## src/hw/rtl/randomized_prim_maze_generator_macros.svh

```systemverilog
// Assertion macros for the Prim maze carver.
// Used by the top level only; no dependencies.
`ifndef RANDOMIZED_PRIM_MAZE_GENERATOR_MACROS_SVH
`define RANDOMIZED_PRIM_MAZE_GENERATOR_MACROS_SVH
`ifndef SYNTHESIS
`define RPMG_ASSERT_IMP(label, clk, rst_n, ante, cons) \
  label: assert property (@(posedge clk) disable iff (!rst_n) (ante) |-> (cons)) \
    else $error("assertion failed");
`define RPMG_ASSERT_NXT(label, clk, rst_n, ante, cons) \
  label: assert property (@(posedge clk) disable iff (!rst_n) (ante) |=> (cons)) \
    else $error("assertion failed");
`else
`define RPMG_ASSERT_IMP(label, clk, rst_n, ante, cons)
`define RPMG_ASSERT_NXT(label, clk, rst_n, ante, cons)
`endif
`endif

```

## src/hw/rtl/rpmg_pkg.sv

```systemverilog
// Shared types and codes for the Prim maze carver.
// No dependencies.
`default_nettype none
package rpmg_pkg;

  typedef enum logic [3:0] {
    ST_IDLE,
    ST_CLEAR,
    ST_MOD,
    ST_FR_RD_PICK,
    ST_FR_RD_LAST,
    ST_MARK,
    ST_NBR_RD,
    ST_NBR_WR,
    ST_FIN
  } state_t;

  // request codes
  localparam logic REQ_START = 1'b0;
  localparam logic REQ_STEP  = 1'b1;

  // configuration register indexes
  localparam logic REG_ROWS = 1'b0;
  localparam logic REG_COLS = 1'b1;

  // neighbour directions
  localparam logic [1:0] DIR_UP    = 2'd0;
  localparam logic [1:0] DIR_DOWN  = 2'd1;
  localparam logic [1:0] DIR_LEFT  = 2'd2;
  localparam logic [1:0] DIR_RIGHT = 2'd3;

  // mark memory entry: {in_maze, visited}
  localparam logic [1:0] MK_CLEAR   = 2'b00;
  localparam logic [1:0] MK_VISITED = 2'b01;
  localparam logic [1:0] MK_IN_MAZE = 2'b11;

  typedef struct packed {
    logic busy;
    logic done;
  } mod_stat_t;

endpackage
`default_nettype wire

```

## src/hw/rtl/rpmg_mod.sv

```systemverilog
// Bit-serial modulo unit: 32-bit dividend modulo a frontier count.
// Depends on rpmg_pkg (mod_stat_t).
`default_nettype none
module rpmg_mod #(
  parameter int NW = 13
) (
  input  wire logic               clk,
  input  wire logic               rst_n,
  input  wire logic               go,
  input  wire logic [31:0]        dividend,
  input  wire logic [NW-1:0]      divisor,
  output rpmg_pkg::mod_stat_t     stat,
  output logic      [NW-1:0]      rem
);
  import rpmg_pkg::*;

  logic          busy_r, busy_nxt;
  logic          done_r, done_nxt;
  logic [4:0]    cnt_r, cnt_nxt;
  logic [31:0]   dvd_r, dvd_nxt;
  logic [NW-1:0] dsr_r, dsr_nxt;
  logic [NW-1:0] rem_r, rem_nxt;
  logic [NW:0]   trial;

  // one restoring step per cycle, dividend MSB first
  always_comb begin
    busy_nxt = busy_r;
    done_nxt = 1'b0;
    cnt_nxt  = cnt_r;
    dvd_nxt  = dvd_r;
    dsr_nxt  = dsr_r;
    rem_nxt  = rem_r;
    trial    = {rem_r, dvd_r[31]};
    if (go) begin
      busy_nxt = 1'b1;
      cnt_nxt  = 5'd0;
      dvd_nxt  = dividend;
      dsr_nxt  = divisor;
      rem_nxt  = '0;
    end else if (busy_r) begin
      if (trial >= {1'b0, dsr_r}) begin
        trial = trial - {1'b0, dsr_r};
      end
      rem_nxt = trial[NW-1:0];
      dvd_nxt = {dvd_r[30:0], 1'b0};
      cnt_nxt = cnt_r + 5'd1;
      if (cnt_r == 5'd31) begin
        busy_nxt = 1'b0;
        done_nxt = 1'b1;
      end
    end
  end

  always_ff @(posedge clk) begin
    if (!rst_n) begin
      busy_r <= 1'b0;
      done_r <= 1'b0;
    end else begin
      busy_r <= busy_nxt;
      done_r <= done_nxt;
    end
    cnt_r <= cnt_nxt;
    dvd_r <= dvd_nxt;
    dsr_r <= dsr_nxt;
    rem_r <= rem_nxt;
  end

  assign stat.busy = busy_r;
  assign stat.done = done_r;
  assign rem       = rem_r;

endmodule
`default_nettype wire

```

## config.mk

```make
export PLATFORM = sky130hd
export DESIGN_NAME = rpmg_mod
export DESIGN_NICKNAME = d
export VERILOG_FILES = /design/src/hw/rtl/randomized_prim_maze_generator_macros.svh /design/src/hw/rtl/rpmg_pkg.sv /design/src/hw/rtl/rpmg_mod.sv
export SDC_FILE = /design/constraint.sdc
export NUM_CORES = 1
export LEC_CHECK = 0
export ABC_AREA = 1
export ABC_CLOCK_PERIOD_IN_PS = 5300
export BUFFER_PORTS_ARGS = -buffer_cell sky130_fd_sc_hd__buf_2
export CAP_MARGIN = 40
export CORE_MARGIN = 2
export CORE_UTILIZATION = 50
export CTS_CLUSTER_DIAMETER = 200
export CTS_CLUSTER_SIZE = 25
export DETAILED_ROUTE_END_ITERATION = 10
export PLACE_DENSITY = 0.71
export SLEW_MARGIN = 20
export SYNTH_ARGS = -nofsm -noshare
export SYNTH_HDL_FRONTEND = slang
export SYNTH_SLANG_ARGS = --single-unit
```

## constraint.sdc

```tcl
create_clock -name clk -period 5.3 [get_ports clk]
set_input_delay 0.795 -clock clk [delete_from_list [all_inputs] [get_ports clk]]
set_output_delay 0.795 -clock clk [all_outputs]
set_load 0.005 [all_outputs]
```

* After elaboration in Yosys (flattened, before gate mapping)
Cells that the tools add are included.
** Storage, ports and cells
- Register bits after elaboration :: 65
- Output and inout port bits :: 15
- Word-level logic and storage cells :: 21
- Input port bits :: 48
** Operators by class
- Reduce and logical (&&, ||, !) cells :: 2
- $add $sub $neg :: 2
- Equality and inequality tests :: 1
- Bitwise operators :: 2
- Mux-type cells :: 7
- Order comparisons :: 1
** Operators with widths (count)
- $mux 32 :: 2
- $ge 14x13->1 :: 1
- $mux 13 :: 1
- $sub 13x13->13 :: 1
- $add 5x1->5 const B :: 1
- $eq 5x5->1 const B :: 1
- $mux 1 :: 4
- $reduce_or 3->1 :: 1
- $not 1->1 :: 2
- $reduce_bool 2->1 :: 1

* Longest topological paths before layout
Gate-level depths: netlist of the first run.
- Word-level depth :: 4
- Mapped depth :: 12
- Gate-level depth less buffers :: 12

* Worst setup path before layout of the first run
OpenSTA, ideal clock, no wires.
- Path kind :: input to register
- Start :: input port go
- End :: register dvd_r[0] (enable)
- Library setup time :: 0.388 ns
- Buffers on the path :: 1
- Path slack :: 3.045 ns
- Cell stages on the path :: 3
- Required time :: 4.912 ns
- Arrival time :: 1.868 ns
- Path through :: clkbuf_1 > nor2_1 > inv_1
** On the way
- Word-level cells in the longest chain between the ends :: 1
** Ends and longest elaborated chain
- start, declared :: line rpmg_mod.sv:9 : input wire logic go,
- $reduce_bool 2->1 (no source line)
- end signal, assigned :: line rpmg_mod.sv:63 : dvd_r <= dvd_nxt;
- end, declared :: line rpmg_mod.sv:20 : logic [31:0] dvd_r, dvd_nxt;
Every way passes these cells.
A chain may end at the register's enable or synchronous reset.

* Worst setup path in the final report of the first run
- Start :: register rem_r[8] (netlist: rem[8])
- End :: register rem_r[2] (netlist: rem[2])
** On the way
- Word-level cells in the longest chain between the ends :: 2
** Ends and longest elaborated chain
- start, declared :: line rpmg_mod.sv:22 : logic [NW-1:0] rem_r, rem_nxt;
- start signal, assigned :: line rpmg_mod.sv:65 : rem_r <= rem_nxt;
- $ge 14x13->1 :: line rpmg_mod.sv:41 : if (trial >= {1'b0, dsr_r}) begin
- $mux 13 :: line rpmg_mod.sv:41
Every way passes these cells.

==> results of run 1 <==
## cell type report
cell class	instances	area (um2)	share of cell area
Inverter	70	263	0.0628
Clock buffer	9	124	0.0296
Multi-Input combinational cell	300	1470	0.352
Clock inverter	7	70.1	0.0167
Timing Repair Buffer	67	384	0.0918
Tap cell	96	120	0.0287
Sequential cell	65	1750	0.418
## registers in the layout, indices dropped and copies added, names as in the netlist
| register | flops |
|---|---|
| busy_r | 1 |
| cnt_r | 5 |
| dvd_r | 32 |
| rem | 13 |
| done_r | 1 |
| dsr_r | 13 |
## how the worst min path moves through the flow
stage	to	slack (ns)	cells past startpoint
4_1_cts	rem[4]	0.49	2
6_report	rem[3]	0.49	2
5_1_grt	rem[3]	0.52	2
2_1_floorplan	cnt_r[4]	0.46	1
3_5_place_dp	rem[4]	0.48	2
3_3_place_gp	cnt_r[4]	0.48	1
## stage by stage
stage,utilization,setup WS (ns),hold slack [ns]
after global placement,0.575,2.43,0.475
after detailed placement,0.584,2.82,0.481
final,0.613,3.02,0.491
after floorplan,-,3.04,0.462
after global routing,0.613,2.83,0.515
after CTS,0.613,3.00,0.491
## Yosys cell counts, drive strengths merged
cell type	number
nand3	34
a22o	1
and3	1
nor2	15
nor4	1
buf	8
nand2	196
nand4	17
xnor2	3
a21oi	6
dfxtp	20
clkbuf	7
inv	70
a31oi	1
fa	1
ha	15
o21ai	3
edfxtp	45
nor3	4
xor2	2
## kinds of logic (layout without fill, tap and decap cells)
logic type / count (synthesis) / count (layout) / share of synthesized area
AND/OR/NAND/NOR: 268 / 268 / 0.323
XOR/XNOR: 5 / 5 / 0.0123
AO/OA/AOI/OAI: 11 / 11 / 0.0200
adder cells (fa/ha/maj): 16 / 16 / 0.0583
flip-flops: 65 / 65 / 0.491
buffers and inverters: 85 / 153 / 0.0951
## power by group through the flow
stage                     logic (mW)  registers, mW  clock network, mW
final                          0.129          0.598              0.412
after detailed placement       0.130          0.609                  0
after CTS                      0.130          0.599              0.424
after global routing           0.147          0.601              0.446
after floorplan               0.0835          0.606                  0
after global placement         0.120          0.609                  0
## critical path: stages (launching register included)
cell	delay (ns)
dfxtp_1	0.34
ha_1	0.40
nand2_2	0.13
inv_2	0.04
nand2_1	0.06
nand2_1	0.10
a21oi_4	0.35
nand3_2	0.40
nand2_1	0.15
nand2_1	0.06
o21ai_0	0.16
## cell usage in the layout (no fill, tap or decap), drive strengths merged
master and count:
fa 1, nand2 196, buf 67, a21oi 6, a31oi 1, a22o 1, nor2 15, nand3 34
nand4 17, clkinv 4, dfxtp 20, and3 1, bufinv 1, o21ai 3, xnor2 3, ha 15
xor2 2, edfxtp 45, clkbuf 9, nor4 1, inv 71, clkinvlp 1, nor3 4
## metal layers
metal  global-route usage  wire length, um  up-vias  share of wire
li1                     -                -     1552              -
met1                0.270             3320     1352           0.45
met2                0.338             3590       83           0.48
met3               0.0494              435        6          0.059
met4               0.0661               71        0         0.0096
met5                    0                0        -              0
==> results.sh, run 1 <==
export IMPL_hold_path_class="reg -> reg"
export IMPL_post_cts_resized=0
export IMPL_cts_max_level=3
export IMPL_critPathCapture="rem[2]"
export IMPL_viasPerCell=4.87
export IMPL_drtIter0Drc=130
export IMPL_synth_area_leader_cell="edfxtp_1"
export IMPL_switching_share=0.251
export IMPL_worst_pin_slew_ns=0.640
export IMPL_gp_congestion=0.841
export IMPL_p_per_area_nw_per_um2=272
export IMPL_routed_via_count=2993
export IMPL_rsz0062_at_grt="false"
export IMPL_fp_dieH_um=88.4
export IMPL_die_area_um2=7820
export IMPL_avgRoutedWirePerCell_um=12.1
export IMPL_syn_nets=514
export IMPL_worstPathArrival_ns=2.54
export IMPL_ys_warn_count=0
export IMPL_status="completed"
export IMPL_critPathLaunchType="flip-flop"
export IMPL_rrSetupSlack_ns=3.02
export IMPL_clock_sinks=65
export IMPL_ant_nets=0
export IMPL_coreArea_um2=6830
export IMPL_clockBufferDepth=2
export IMPL_rr_endpoint="rem[2]"
export IMPL_reg2regPathDepth=10
export IMPL_clkTransAtPathRegs_ns=0.07
export IMPL_nFillCells=664
export IMPL_cts_root_buf="clkbuf_8"
export IMPL_syn_inst=450
export IMPL_end_kind="flip-flop"
export IMPL_n_antenna_cell=0
export IMPL_drive_gt1_frac=0.189
export IMPL_required_ns=5.56
export IMPL_crit_start="rem[8]"
export IMPL_synth_seq_cells=65
export IMPL_finalClockSkew_ns=0.0122
export IMPL_rows=30
export IMPL_holdCritStartpoint="rem[3]"
export IMPL_first_global_vias=2745
export IMPL_place_area_um2=3990
export IMPL_maxSlewViolCount=0
export IMPL_layout_nets=577
export IMPL_synth_top_cell_area_share=0.379
export IMPL_final_cells=614
export IMPL_p_leak_nw=2.20
export IMPL_grt_first_pass_wirelength_um=12300
export IMPL_r2r_start="rem[8]"
export IMPL_clockPowerShare=0.362
export IMPL_drt_wl_total_um=7420
export IMPL_final_hold_viol_count=0
export IMPL_ios=63
export IMPL_p_total_mw=1.14
export IMPL_p_switching_mw=0.286
export IMPL_ys_types=28
export IMPL_period_share=0.430
export IMPL_post_dp_hpwl_um=5460
export IMPL_cts_tree="done"
export IMPL_dpl_cell_count=598
export IMPL_cts_hold_buf=0
export IMPL_cap_violations=0
export IMPL_synth_area_per_cell_um2=7.92
export IMPL_critical_path_peak_fanout=14
export IMPL_slew_headroom=0.572
export IMPL_yosysSeqAreaShare=0.491
export IMPL_netlist_area_um2=3560
export IMPL_period_needed_ns=2.28
export IMPL_gr_total_overflow=0
export IMPL_track_usage=0.206
export IMPL_peakVddDrop_mv=0.161
export IMPL_cts_setup_buffers=0
export IMPL_crit_type="reg -> reg"
export IMPL_max_freq_mhz=439
export IMPL_syn2layout_area_growth_pct=17.4
export IMPL_antenna_found_initial=0
export IMPL_p_comb_frac=0.113
export IMPL_cts_inserted_buffers=9
export IMPL_clock_latency_ns=0.34
export IMPL_floorplan_initialDensity=0.522
export IMPL_grt_start_max_net_pins=46
export IMPL_die_w_um=88.4
export IMPL_dr_pass1_iters=6
export IMPL_final_area_um2=4190
export IMPL_tns_ns=0
export IMPL_setup_viol=0
export IMPL_internal_power_mw=0.853
export IMPL_drcViolationCount=0
export IMPL_io_buffers=62
export IMPL_synth_area_top_cells="edfxtp_1 (38%), nand2_1 (20%), dfxtp_1 (11%)"
export IMPL_pwr_share_seq=0.525
No activity file was read; power rests on OpenSTA's default activity.
==> run 2, diff against run 1 <==
--- a/config.mk
+++ b/config.mk
@@ -5,8 +5,8 @@
 export SDC_FILE = /design/constraint.sdc
 export NUM_CORES = 1
 export LEC_CHECK = 0
-export ABC_AREA = 1
-export ABC_CLOCK_PERIOD_IN_PS = 5300
+export ABC_AREA = 0
+export ABC_CLOCK_PERIOD_IN_PS = 2340
 export BUFFER_PORTS_ARGS = -buffer_cell sky130_fd_sc_hd__buf_2
 export CAP_MARGIN = 40
 export CORE_MARGIN = 2
==> constraint.sdc (replaced) <==
create_clock -name clk -period 2.34 [get_ports clk]
set_input_delay 0.351 -clock clk [delete_from_list [all_inputs] [get_ports clk]]
set_output_delay 0.351 -clock clk [all_outputs]
set_load 0.005 [all_outputs]
==> run 2 against run 1 <==
Net effect: critical path type unchanged; synthesized area shrank 5.6%; cell area shrank 0.54%; largest power group unchanged; sequential share of layout area grew 0.23 points; worst hold slack lost 0.31 ns; total power grew to 2.7 times the previous value.
==> results.sh, run 2 <==
export IMPL_status="completed"
export IMPL_clock_sinks=65
export IMPL_whs_path_depth=1
export IMPL_dr_pass1_iters=4
export IMPL_ys_warn_count=0
export IMPL_avgRoutedWirePerCell_um=15.1
export IMPL_cts_hold_buf=0
export IMPL_final_util=0.648
export IMPL_yosysMostFrequentCell="edfxtp_1"
export IMPL_die_area_um2=7400
export IMPL_top_layer="met4"
export IMPL_critical_path_peak_fanout=7
export IMPL_final_common_cell="buf_2"
export IMPL_required_ns=2.59
export IMPL_setup_viol=0
export IMPL_synth_seq_cells=65
export IMPL_rows=29
export IMPL_p_leak_nw=1.81
export IMPL_largest_reg_flops=32
export IMPL_p_per_area_nw_per_um2=748
export IMPL_io_buffers=62
export IMPL_fp_dieH_um=86.0
export IMPL_worst_pin_slew_ns=0.382
export IMPL_ios=63
export IMPL_yosysSeqAreaShare=0.520
export IMPL_ys_types=53
export IMPL_critPathMaxStageDelay_ns=0.47
export IMPL_floorplan_initialDensity=0.524
export IMPL_cp_buffers_inverters=1
export IMPL_netlist_area_um2=3370
export IMPL_syn_nets=343
export IMPL_reg2regPathDepth=9
export IMPL_cts_root_buf="clkbuf_8"
export IMPL_synth_edf_count=45
export IMPL_max_freq_mhz=439
export IMPL_drt_wl_total_um=6730
export IMPL_dpl_cell_count=425
export IMPL_rsz0062_at_grt="true"
export IMPL_fin_hold_ws_ns=0.183
export IMPL_clkTransAtPathRegs_ns=0.08
export IMPL_tns_ns=0
export IMPL_first_global_vias=2313
export IMPL_holdCritStartpoint="divisor[1]"
export IMPL_rr_endpoint="rem[1]"
export IMPL_drtIter0Drc=130
export IMPL_wl_met2_um=3110
export IMPL_critPathTopFamily="simple AND/OR/NAND/NOR gates"
export IMPL_slew_headroom=0.742
export IMPL_synth_top_cell_area_share=0.401
export IMPL_track_usage=0.192
export IMPL_layout_nets=428
export IMPL_rrSetupSlack_ns=0.06
export IMPL_final_hold_viol_count=0
export IMPL_whs_endpoint="dsr_r[1]"
export IMPL_peakVddDrop_mv=0.419
export IMPL_wl_met3_um=439
export IMPL_critPathLaunchType="flip-flop"
export IMPL_cts_max_level=3
export IMPL_cts_inserted_buffers=9
export IMPL_crit_path_top_delay_cell="or4b_1"
export IMPL_period_share=0.973
export IMPL_die_w_um=86.0
export IMPL_coreArea_um2=6420
export IMPL_clockBufferDepth=2
export IMPL_syn2layout_area_growth_pct=23.7
export IMPL_cap_violations=0
export IMPL_hold_path_class="in -> reg"
export IMPL_nFillCells=516
export IMPL_final_cells=446
export IMPL_ant_nets=0
export IMPL_drive_gt1_frac=0.412
export IMPL_crit_chain="inv_1 > ha_2 > fa_2 > nand2b_4 > o2bb2ai_2 > a211oi_4 > nor3_4 > or4b_1 > o311ai_1"
export IMPL_r2r_start="dvd_r[31]"
export IMPL_wl_met1_um=3130
export IMPL_antenna_found_initial=0
export IMPL_post_dp_hpwl_um=4830
export IMPL_clock_latency_ns=0.34
export IMPL_cts_tree="done"
export IMPL_synth_commonest_cells="edfxtp_1 (45), mux2_2 (31), nor2_1 (25), dfxtp_1 (20), inv_1 (17)"
export IMPL_routed_via_count=2364
export IMPL_grt_start_max_net_pins=33
export IMPL_n_antenna_cell=0
export IMPL_period_needed_ns=2.28
export IMPL_viasPerCell=5.30
export IMPL_maxSlewViolCount=0
export IMPL_synth_area_leader_cell="edfxtp_1"
export IMPL_synth_area_per_cell_um2=12.1
export IMPL_regMostFlops="dvd_r"
export IMPL_worstPathArrival_ns=2.52
export IMPL_p_total_mw=3.11
export IMPL_syn_inst=279
export IMPL_layout_common_cells="buf_2 (63), edfxtp_1 (45), mux2_2 (31)"
export IMPL_synth_area_top_cells="edfxtp_1 (40%), dfxtp_1 (12%), mux2_2 (10%)"
export IMPL_finalClockSkew_ns=0.00899
export IMPL_drcViolationCount=0
export IMPL_gr_total_overflow=0
export IMPL_crit_type="reg -> reg"
export IMPL_postSynth_asyncResetShare=0
export IMPL_grt_first_pass_wirelength_um=10800
export IMPL_end_kind="flip-flop"
export IMPL_gp_congestion=0.807
export IMPL_ys_dominant_reg_cell="edfxtp_1"
## run 2: cell families (layout without fill, tap and decap cells)
group,Yosys count,after routing,share of synthesized area
and+or+nand+nor,63,63,0.0959
DFF,65,65,0.520
AOI/OAI and AO/OA,50,50,0.107
buffers and inverters,31,121,0.0468
adders and majority gates,16,16,0.0617
xor gates and xnor gates,11,11,0.0286
muxes,43,43,0.139
## run 2: stage by stage
| step | worst slack [ns] | instance area [um2] |
|---|---|---|
| floorplan | 0.0177 | 3370 |
| global placement | 0.0207 | 3850 |
| detailed placement | -0.0950 | 3850 |
| CTS | 0.00551 | 4120 |
| global route | -0.0578 | 4160 |
| finish | 0.0622 | 4160 |
## run 2: final cells by class
| class | instances | area (um2) | area share |
|---|---|---|---|
| Clock inverter | 7 | 103 | 0.0246 |
| Multi-Input combinational cell | 183 | 1510 | 0.362 |
| Tap cell | 77 | 96.3 | 0.0231 |
| Timing Repair Buffer | 88 | 519 | 0.125 |
| Sequential cell | 65 | 1750 | 0.421 |
| Inverter | 17 | 63.8 | 0.0153 |
| Clock buffer | 9 | 124 | 0.0297 |
## run 2: worst max-delay path by stage
stage,start,slack [ns],to,depth (start not counted)
3_3_place_gp,dvd_r[31],0.02,rem[1],9
2_1_floorplan,dvd_r[31],0.02,rem[1],9
4_1_cts,dvd_r[31],0.006,rem[1],9
5_1_grt,dvd_r[31],-0.06,rem[1],9
6_report,dvd_r[31],0.06,rem[1],9
3_5_place_dp,dvd_r[31],-0.1,rem[7],10
## run 2: power by group
| group | switching (mW) | internal (mW) |
|---|---|---|
| Sequential | 0.0456 | 1.35 |
| Combinational | 0.319 | 0.323 |
| Clock | 0.467 | 0.610 |
| Total | 0.832 | 2.28 |
## run 2: layer usage
layer / vias to the layer above / GRT usage
met5: - / 0
met4: 0 / 0.0722
met3: 4 / 0.0703
met2: 69 / 0.291
met1: 1091 / 0.252
li1: 1200 / -
## run 2: what timing repair did
| action | CTS | global route |
|---|---|---|
| setup buffers | 3 | 1 |
| resized for setup | 4 | 9 |
| hold endpoints to repair | 0 | 0 |
| endpoints found under the setup margin | 9 | 13 |
| pin swaps | 3 | 3 |
| gates cloned | 0 | 1 |
